===== src/tcr_pkg.sv =====
// ----------------------------------------------------------------------------
// tcr_pkg
// Shared constants, types and state encoding for the combined Tausworthe
// bounded-draw generator.
// ----------------------------------------------------------------------------
`default_nettype none

package tcr_pkg;

    localparam int unsigned WORD_W = 32;
    localparam int unsigned CNT_W  = $clog2(WORD_W);

    typedef logic [WORD_W-1:0] word_t;

    localparam word_t MASK_ONE   = 32'hFFFF_FFFE;
    localparam word_t MASK_TWO   = 32'hFFFF_FFF8;
    localparam word_t MASK_THREE = 32'hFFFF_FFF0;
    localparam word_t MASK_FOUR  = 32'hFFFF_FF80;
    localparam word_t SEED_VALUE = 32'd12345;

    typedef enum logic [1:0] {
        ST_IDLE,
        ST_RUN,
        ST_FIN
    } state_t;

    // Controls broadcast to every slice of the remainder chain
    typedef struct packed {
        logic load;
        logic step;
        logic take;
    } cell_ctrl_t;

endpackage

`default_nettype wire


===== src/combined_tausworthe_random_mod_top.sv =====
// Bounded draw from a four-component combined Tausworthe generator. Each
// accepted limit advances the generator once and returns the combined word
// modulo the limit; a zero limit returns 0 with m_tuser set. An item is
// loaded into the chain, takes 32 steps of the bit-serial remainder chain
// (one dividend bit per cycle), and its result is then registered when the
// output register is free. The input side is ready again once the result has
// moved to the output register, even while that register waits on m_tready.
// ----------------------------------------------------------------------------
// combined_tausworthe_random_mod_top
// Stream wrapper, sequencing and output register around generator and chain.
// ----------------------------------------------------------------------------
`default_nettype none

module combined_tausworthe_random_mod_top (
    input  wire logic        clk,
    input  wire logic        rst_n,
    input  wire logic        s_tvalid,
    output logic             s_tready,
    input  wire logic [31:0] s_tdata,   // [31:0] limit
    output logic             m_tvalid,
    input  wire logic        m_tready,
    output logic [31:0]      m_tdata,   // [31:0] value
    output logic             m_tuser    // [0] limit_was_zero
);
    import tcr_pkg::*;

    state_t state_reg, state_next;
    logic   zero_reg, zero_next;
    logic   out_valid_reg, out_valid_next;
    word_t  out_value_reg;
    logic   out_zero_reg;
    logic   s_fire;
    logic   out_load;
    logic   div_step;
    logic   div_last;
    word_t  word_next;
    word_t  rem;

    assign s_fire = s_tvalid & s_tready;

    tcr_gen u_gen (
        .clk       (clk),
        .rst_n     (rst_n),
        .advance   (s_fire),
        .word_next (word_next)
    );

    tcr_div u_div (
        .clk   (clk),
        .rst_n (rst_n),
        .load  (s_fire),
        .step  (div_step),
        .word  (word_next),
        .limit (s_tdata),
        .rem   (rem),
        .last  (div_last)
    );

    always_comb
    begin
        state_next     = state_reg;
        zero_next      = zero_reg;
        out_valid_next = out_valid_reg;
        s_tready       = 1'b0;
        div_step       = 1'b0;
        out_load       = 1'b0;

        if (m_tvalid && m_tready)
        begin
            out_valid_next = 1'b0;
        end

        unique case (state_reg)
            ST_IDLE:
            begin
                s_tready = 1'b1;
                if (s_tvalid)
                begin
                    zero_next  = (s_tdata == '0);
                    state_next = ST_RUN;
                end
            end
            ST_RUN:
            begin
                div_step = 1'b1;
                if (div_last)
                begin
                    state_next = ST_FIN;
                end
            end
            ST_FIN:
            begin
                // hold the result until the output register frees up
                if (!out_valid_reg || m_tready)
                begin
                    out_load       = 1'b1;
                    out_valid_next = 1'b1;
                    state_next     = ST_IDLE;
                end
            end
            default:
            begin
                state_next = ST_IDLE;
            end
        endcase
    end

    always_ff @(posedge clk or negedge rst_n)
    begin
        if (!rst_n)
        begin
            state_reg     <= ST_IDLE;
            zero_reg      <= 1'b0;
            out_valid_reg <= 1'b0;
        end
        else
        begin
            state_reg     <= state_next;
            zero_reg      <= zero_next;
            out_valid_reg <= out_valid_next;
        end
    end

    always_ff @(posedge clk)
    begin
        if (out_load)
        begin
            out_value_reg <= zero_reg ? '0 : rem;
            out_zero_reg  <= zero_reg;
        end
    end

    assign m_tvalid = out_valid_reg;
    assign m_tdata  = out_value_reg;
    assign m_tuser  = out_zero_reg;

endmodule

`default_nettype wire


===== src/tcr_gen.sv =====
// ----------------------------------------------------------------------------
// tcr_gen
// Four shift-xor components; presents the combined next word and advances
// the components on request.
// ----------------------------------------------------------------------------
`default_nettype none

module tcr_gen (
    input  wire logic          clk,
    input  wire logic          rst_n,
    input  wire logic          advance,
    output tcr_pkg::word_t     word_next
);
    import tcr_pkg::*;

    word_t comp_one_reg,   comp_one_next;
    word_t comp_two_reg,   comp_two_next;
    word_t comp_three_reg, comp_three_next;
    word_t comp_four_reg,  comp_four_next;
    word_t fb_one, fb_two, fb_three, fb_four;

    always_comb
    begin
        fb_one          = ((comp_one_reg << 6) ^ comp_one_reg) >> 13;
        comp_one_next   = ((comp_one_reg & MASK_ONE) << 18) ^ fb_one;

        fb_two          = ((comp_two_reg << 2) ^ comp_two_reg) >> 27;
        comp_two_next   = ((comp_two_reg & MASK_TWO) << 2) ^ fb_two;

        fb_three        = ((comp_three_reg << 13) ^ comp_three_reg) >> 21;
        comp_three_next = ((comp_three_reg & MASK_THREE) << 7) ^ fb_three;

        fb_four         = ((comp_four_reg << 3) ^ comp_four_reg) >> 12;
        comp_four_next  = ((comp_four_reg & MASK_FOUR) << 13) ^ fb_four;
    end

    assign word_next = comp_one_next ^ comp_two_next ^ comp_three_next ^ comp_four_next;

    always_ff @(posedge clk or negedge rst_n)
    begin
        if (!rst_n)
        begin
            comp_one_reg   <= SEED_VALUE;
            comp_two_reg   <= SEED_VALUE;
            comp_three_reg <= SEED_VALUE;
            comp_four_reg  <= SEED_VALUE;
        end
        else if (advance)
        begin
            comp_one_reg   <= comp_one_next;
            comp_two_reg   <= comp_two_next;
            comp_three_reg <= comp_three_next;
            comp_four_reg  <= comp_four_next;
        end
    end

endmodule

`default_nettype wire


===== src/tcr_cell.sv =====
// ----------------------------------------------------------------------------
// tcr_cell
// One bit slice of the restoring remainder chain: holds a dividend bit,
// a partial remainder bit and a limit bit, and ripples the borrow.
// ----------------------------------------------------------------------------
`default_nettype none

module tcr_cell (
    input  wire logic                clk,
    input  wire tcr_pkg::cell_ctrl_t ctrl,
    input  wire logic                word_bit,
    input  wire logic                lim_bit,
    input  wire logic                div_in,
    input  wire logic                rem_in,
    input  wire logic                borrow_in,
    output logic                     div_out,
    output logic                     rem_out,
    output logic                     borrow_out
);
    import tcr_pkg::*;

    logic div_reg;
    logic rem_reg;
    logic lim_reg;
    logic diff;

    // rem_in is this slice's bit of the shifted remainder
    assign diff       = rem_in ^ lim_reg ^ borrow_in;
    assign borrow_out = (~rem_in & lim_reg) | (~(rem_in ^ lim_reg) & borrow_in);

    always_ff @(posedge clk)
    begin
        if (ctrl.load)
        begin
            div_reg <= word_bit;
            rem_reg <= 1'b0;
            lim_reg <= lim_bit;
        end
        else if (ctrl.step)
        begin
            div_reg <= div_in;
            rem_reg <= ctrl.take ? diff : rem_in;
        end
    end

    assign div_out = div_reg;
    assign rem_out = rem_reg;

endmodule

`default_nettype wire


===== src/tcr_div.sv =====
// ----------------------------------------------------------------------------
// tcr_div
// Row of remainder cells with its step counter; one quotient bit per cycle while step is high.
// ----------------------------------------------------------------------------
`default_nettype none

module tcr_div (
    input  wire logic           clk,
    input  wire logic           rst_n,
    input  wire logic           load,
    input  wire logic           step,
    input  wire tcr_pkg::word_t word,
    input  wire tcr_pkg::word_t limit,
    output tcr_pkg::word_t      rem,
    output logic                last
);
    import tcr_pkg::*;

    logic [CNT_W-1:0] cnt_reg, cnt_next;
    logic [WORD_W-1:0] div_vec;
    logic [WORD_W-1:0] rem_vec;
    logic [WORD_W:0]   borrow;
    cell_ctrl_t        ctrl;

    assign borrow[0] = 1'b0;

    // Subtract fits when the bit shifted out is set or no borrow leaves the row
    always_comb
    begin
        ctrl.load = load;
        ctrl.step = step;
        ctrl.take = rem_vec[WORD_W-1] | ~borrow[WORD_W];
    end

    for (genvar i = 0; i < WORD_W; i++)
    begin : g_cell
        logic div_left;
        logic rem_left;

        if (i == 0)
        begin : g_first
            assign div_left = 1'b0;
            assign rem_left = div_vec[WORD_W-1];
        end
        else
        begin : g_rest
            assign div_left = div_vec[i-1];
            assign rem_left = rem_vec[i-1];
        end

        tcr_cell u_cell (
            .clk        (clk),
            .ctrl       (ctrl),
            .word_bit   (word[i]),
            .lim_bit    (limit[i]),
            .div_in     (div_left),
            .rem_in     (rem_left),
            .borrow_in  (borrow[i]),
            .div_out    (div_vec[i]),
            .rem_out    (rem_vec[i]),
            .borrow_out (borrow[i+1])
        );
    end

    always_comb
    begin
        cnt_next = cnt_reg;
        if (load)
        begin
            cnt_next = CNT_W'(WORD_W - 1);
        end
        else if (step)
        begin
            cnt_next = cnt_reg - 1'b1;
        end
    end

    always_ff @(posedge clk or negedge rst_n)
    begin
        if (!rst_n)
        begin
            cnt_reg <= '0;
        end
        else
        begin
            cnt_reg <= cnt_next;
        end
    end

    assign last = (cnt_reg == '0);
    assign rem  = rem_vec;

endmodule

`default_nettype wire


===== config.mk =====
export PLATFORM = sky130hd
export DESIGN_NAME = combined_tausworthe_random_mod_top
export DESIGN_NICKNAME = d
export VERILOG_FILES = /design/src/tcr_pkg.sv /design/src/combined_tausworthe_random_mod_top.sv /design/src/tcr_gen.sv /design/src/tcr_cell.sv /design/src/tcr_div.sv
export SDC_FILE = /design/constraint.sdc
export NUM_CORES = 1
export LEC_CHECK = 0
export BUFFER_PORTS_ARGS = -buffer_cell sky130_fd_sc_hd__clkbuf_2
export CAP_MARGIN = 20
export CORE_ASPECT_RATIO = 1.4
export CORE_MARGIN = 1
export CORE_UTILIZATION = 35
export DETAILED_ROUTE_END_ITERATION = 8
export PLACE_DENSITY = 0.62
export REMOVE_ABC_BUFFERS = 1
export SYNTH_ARGS = -nofsm -noshare
export SYNTH_HDL_FRONTEND = slang
export SYNTH_HIERARCHICAL = 1
export SYNTH_SLANG_ARGS = --single-unit

===== constraint.sdc =====
create_clock -name clk -period 33 [get_ports clk]
set_input_delay 4.95 -clock clk [delete_from_list [all_inputs] [get_ports clk]]
set_output_delay 4.95 -clock clk [all_outputs]
set_load 0.1 [all_outputs]

==> results of run 1 <==
==> report_power, final <==
part	leakage, nW	internal [W]	switching, W
logic	2.45	0.000328	0.000291
clock network	0.382	0.000153	0.000121
registers	2.64	0.000462	0.000115
total	5.47	0.000943	0.000526
==> metrics by stage <==
stage	cell area [µm²]	utilization [%]	setup WS, ps
CTS	13730	39.99	19320
detailed placement	12940	37.70	19350
global placement	12910	37.62	19550
finish	13760	40.07	19510
global route	13760	40.07	18700
floorplan	11950	-	19520
==> per-layer routing <==
| metal | vias up | global-route usage [%] | wire (µm) |
|---|---|---|---|
| li1 | 3291 | - | - |
| met1 | 3322 | 16.25 | 9997 |
| met2 | 103 | 25.33 | 12640 |
| met3 | 34 | 1.852 | 722 |
| met4 | 0 | 4.700 | 627 |
| met5 | - | 0 | 0 |
==> final timing paths <==
path                                                   endpoint  slack, ps  cells past startpoint
min in group asynchronous              u_gen/comp_three_reg[26]       4410                      1
worst min register to register            u_gen/comp_two_reg[3]        520                      2
max in group asynchronous                u_gen/comp_one_reg[21]      27150                      2
worst min-delay path                      u_gen/comp_two_reg[3]        520                      2
worst max register to register  u_div/g_cell[17].u_cell/rem_out      19510                     57
worst max-delay path            u_div/g_cell[17].u_cell/rem_out      19510                     57
==> synthesized netlist by cell type, drive strengths merged, types with 4 or more instances <==
| cell | instances |
|---|---|
| or2 | 33 |
| and2 | 12 |
| a311oi | 9 |
| a211oi | 11 |
| buf | 46 |
| nor4 | 8 |
| o41ai | 12 |
| nor2b | 35 |
| or3b | 13 |
| nand2b | 22 |
| a21oi | 33 |
| xnor2 | 129 |
| dfrtp | 106 |
| inv | 70 |
| dfxtp | 32 |
| mux2i | 13 |
| fa | 32 |
| mux2 | 113 |
| clkbuf | 4 |
| nand2 | 4 |
| edfxtp | 97 |
| xor2 | 22 |
| dfstp | 16 |
| nor2 | 67 |
==> cell families after synthesis <==
family          count (synthesis)
compound gates                 70
simple gates                  201
xor+xnor                      151
fa+ha+maj                      33
buf+inv                       120
mux                           126
other cells                     1
flops                         251
==> area by class of cell <==
type                            count  area share, %
Clock inverter                      9         0.4093
Tap cell                          451          4.102
Sequential cell                   251          48.17
Clock buffer                       39          5.303
Timing Repair Buffer               76          3.184
Inverter                           70          1.965
Multi-Input combinational cell    583          36.87
==> worst max-delay path, delay by kind of cell (launching register included) <==
family | cells | cell delay (ps)
DFF | 1 | 350
AOI/OAI and AO/OA | 1 | 100
adders and majority gates | 32 | 10670
muxes | 1 | 310
and+or+nand+nor | 1 | 710
buffers and inverters | 22 | 1150
==> results_dict.tcl, run 1 <==
set metrics [dict create \
    cts_root_buffer "clkbuf_16" \
    grt_overflow_total 0 \
    finalWirelength_mm 23.99 \
    hpwlAfterDp_mm 16.68 \
    slew_headroom_pct 33.17 \
    final_cell_count_no_fill 1479 \
    grt_max_degree 159 \
    worstPathArrival_ps 13870 \
    synth_edf_count 97 \
    cp.required_ps 33380 \
    final_antenna_net_count 0 \
    slowest_delay_ps 710 \
    yosysTopAreaCellShare_pct 23.74 \
    fillCellCount 3302 \
    worst_pin_slew_ps 1002 \
    cts_resized 0 \
    fin_crit_ps 13490 \
    startpoint "u_div/g_cell[0].u_cell/lim_reg" \
    drc 0 \
    vias 6750 \
    setup_viol_count_final 0 \
    worst_hold_slack_ps 522.9 \
    clock_latency_ps 560 \
    synthArstFlopShare_pct 48.61 \
    leakagePower_nw 5.473 \
    ys.flop_type "dfrtp_1" \
    ys_seq_area_share_pct 54.01 \
    rsz0062_at_grt "no" \
    rows 80 \
    clock-sinks 251 \
    drive_gt1_share_pct 26.07 \
    placedCellCount 1430 \
    synth_xor_area_share_pct 10.84 \
    hold_viol_final 0 \
    synth.distinct_cells 41 \
    grt_pass1_vias 6993 \
    final_cell_mix "xnor2_1 (129), dfrtp_1 (106), mux2_2 (101)" \
    num-nets-final 1077 \
    firstDrtPassIters 4 \
    tns_ps 0 \
    synth-simple-area-share_pct 9.321 \
    timing.final.crit_share_pct 40.88 \
    rr_startpoint "u_div/g_cell[0].u_cell/lim_reg" \
    numCtsBuffers 26 \
    cts_setup_buffers 0 \
    hp-start "u_gen/comp_two_reg[3]" \
    final_common_cell "xnor2_1" \
    cp-end-kind "flop" \
    start_util_pct 35.74 \
    cap_violations 0 \
    wl_per_cell_um 16.22 \
    synth_top_cell_by_area "edfxtp_1" \
    grtUsageTotal_pct 13.74 \
    fmaxAchievable_ghz 0.07413 \
    dieArea_um2 35820 \
    clk_pin_slew_ps 60 \
    cp_max_fo 53 \
    cpMostUsedCell "fa_1" \
    crit_slowest_cell "nand2b_2" \
    synth_cells 953 \
    htreeDepth 1 \
    grt_pass1_wl_mm 38.48 \
    cts_tree "yes" \
    port_buffers 70 \
    synth_area_leaders "edfxtp_1 (24%), dfrtp_1 (22%), mux2_2 (9.3%)" \
    yosysWarnings 6 \
    finalPower_w 0.001470 \
    synth.area.mux_share_pct 11.43 \
    worst_setup_path_start_kind "flop" \
    drt-initial-drc-count 386 \
    cts_buffer_depth 3 \
    diodes 0 \
    design.core.area_um2 34330 \
    grt_antenna_before_repair 0 \
    ioPinCount 71 \
    multi_input_area_um2 5071 \
    skew_ps 26.04 \
    dieWidth_um 160.2 \
    hp-class "flop to flop" \
    synth-seq-cells 251 \
    die_h_um 223.5 \
    max-vdd-ir-drop_v 0.00004886 \
    viasPerCell 4.564 \
    synthAdderAreaFrac_pct 5.323 \
    synth_top_family_by_area "multiplexers" \
    seq_area_um2 6626 \
    powerDensity_nw_per_um2 106.8 \
    synth-compound-area-share_pct 4.273 \
    hold_buffers 0 \
    crit_type "flop to flop" \
    gp_congestion 0.7681 \
    slew_viol_final 0 \
    netlist_area_um2 12270 \
    status "complete, no violations" \
    avgSynthCellArea_um2 12.87 \
    syn2layout_area_growth_pct 12.12 \
]
Note: power is estimated with default switching activity, not from simulation.
==> run 2, diff against run 1 <==
- clock period: 33 -> 13 ns (I/O delays scaled with it)
==> run 2 against run 1 <==
Against the previous run:
- sequential share of layout area decreased by 1.1 points
- sequential power rose to 2.5 times the previous value
- clock skew down 7.2 ps
- register-to-register slack got worse by 19000 ps
- critical path type unchanged
- critical endpoint is now u_div/g_cell[22].u_cell/rem_out
==> results_dict.tcl, run 2 (synthesis results as in run 1) <==
set metrics [dict create \
    diodes 0 \
    grt_antenna_before_repair 0 \
    status "complete, no violations" \
    cts_buffer_depth 3 \
    fin_crit_ps 12290 \
    slowest_delay_ps 440 \
    p_sw_share_pct 35.07 \
    cts_tree "yes" \
    ioPinCount 71 \
    finalWirelength_mm 24.44 \
    utilization_pct 40.96 \
    hp-class "flop to flop" \
    cp-end-kind "flop" \
    p_sw_w 0.001374 \
    worstPathArrival_ps 12730 \
    internal_power_w 0.002544 \
    numCtsBuffers 27 \
    crit_buf_inv 23 \
    worst_setup_path_start_kind "flop" \
    grtUsageTotal_pct 14.18 \
    slew_headroom_pct 35.15 \
    vias 6850 \
    firstDrtPassIters 4 \
    slew_viol_final 0 \
    grt_pass1_wl_mm 39.56 \
    worst_hold_slack_ps 524.0 \
    hpwlAfterDp_mm 16.65 \
    hold_buffers 0 \
    gp_congestion 0.7840 \
    cts_root_buffer "clkbuf_16" \
    clk_pin_slew_ps 60 \
    max-vdd-ir-drop_v 0.0001003 \
    viasPerCell 4.610 \
    grt_overflow_total 0 \
    setup_viol_count_final 0 \
    grt_pass1_vias 7132 \
    rows 80 \
    worst_pin_slew_ps 972.7 \
    clock_latency_ps 540 \
    htreeDepth 1 \
    cap_violations 0 \
    p_clk_share_pct 20.8 \
    cp.required_ps 13440 \
    critPathTopFamily "adder cells" \
    final_antenna_net_count 0 \
    crit_type "flop to flop" \
    grt_max_degree 117 \
    finalPower_w 0.003918 \
    seq_power_share_pct 37.4 \
    drt-initial-drc-count 407 \
    cpMostUsedCell "inv_1" \
    timing.final.crit_share_pct 94.54 \
    design.core.area_um2 34330 \
    crit_slowest_cell "fa_1" \
    hold_viol_final 0 \
    drive_gt1_share_pct 29.18 \
    fmaxAchievable_ghz 0.08137 \
    drc 0 \
    leakagePower_nw 5.606 \
    dieArea_um2 35820 \
    final_common_cell "xnor2_1" \
    port_buffers 70 \
    clock-sinks 251 \
    start_util_pct 35.74 \
    wl_per_cell_um 16.45 \
    final_cell_mix "xnor2_1 (129), dfrtp_1 (106), mux2_2 (101)" \
    cp_max_fo 19 \
    syn2layout_area_growth_pct 14.62 \
    die_h_um 223.5 \
    num-nets-final 1084 \
    powerDensity_nw_per_um2 278.6 \
    combPwrFrac_pct 41.8 \
    dieWidth_um 160.2 \
    tns_ps 0 \
    skew_ps 18.88 \
]
run 2: cell count changes in the layout (fill, tap and decap cells not counted), sizes merged:
cell	previous run	this run
inv	71	70
clkinvlp	1	3
buf	7	12
clkinv	7	12
bufinv	0	6
clkbuf	108	97
bufbuf	0	1
run 2: worst reg2reg max path: cells and delay by family (launching register included):
kind	cells	cell delay [ps]
fa+ha+maj	32	9970
buf+inv	23	1450
flops	1	360
compound gates	1	240
simple gates	2	180
run 2: cell type report:
class                   count  area (µm²)
inverters                  70       270.3
repair buffers             82       528.0
flip-flops and latches    251        6626
well taps                 451       564.3
clock buffers              28       679.4
multi-input cells         583        5136
fillers                  3207       20270
clock inverters            21       259.0
run 2: path summary, 6_finish.rpt:
check	slack, ps	cells after the start	end	start
worst max-delay path	710	58	u_div/g_cell[22].u_cell/rem_out	u_div/g_cell[0].u_cell/lim_reg
worst min-delay path	520	1	u_gen/comp_one_reg[28]	u_gen/comp_one_reg[28]
worst max register to register	710	58	u_div/g_cell[22].u_cell/rem_out	u_div/g_cell[0].u_cell/lim_reg
worst min register to register	520	1	u_gen/comp_one_reg[28]	u_gen/comp_one_reg[28]
max in group asynchronous	10550	3	u_gen/comp_one_reg[3]	rst_n
min in group asynchronous	1400	1	u_gen/comp_three_reg[26]	rst_n
run 2: metal layers:
metal | part of all wire, % | global-route usage, %
met1 | 42 | 16.94
met5 | 0 | 0
met3 | 3.6 | 2.166
met2 | 53 | 25.83
met4 | 2.1 | 4.731
run 2: metrics by stage:
| step | instances | area (µm²) | setup slack (ps) |
|---|---|---|---|
| finish | 1486 | 14060 | 709.9 |
| global route | 1486 | 14060 | -3.972 |
| global placement | 1432 | 12950 | 36.47 |
| detailed placement | 1432 | 12950 | -175.4 |
| floorplan | 904 | 11950 | -476.6 |
| CTS | 1482 | 13940 | 7.704 |
run 2: power by group through the flow:
stage | Combinational (W) | Sequential [W] | Clock (W)
detailed placement | 0.00161 | 0.00149 | 0
global route | 0.00183 | 0.00151 | 0.000871
floorplan | 0.00130 | 0.00138 | 0
finish | 0.00164 | 0.00147 | 0.000814
CTS | 0.00164 | 0.00147 | 0.000839
global placement | 0.00158 | 0.00148 | 0
run 2: timing repair:
item / 4_1_cts / 5_1_grt
endpoints found under the setup margin: 32 / 32
gates cloned: 1 / 0
resized for setup: 5 / 14
buffers inserted: 0 / 1
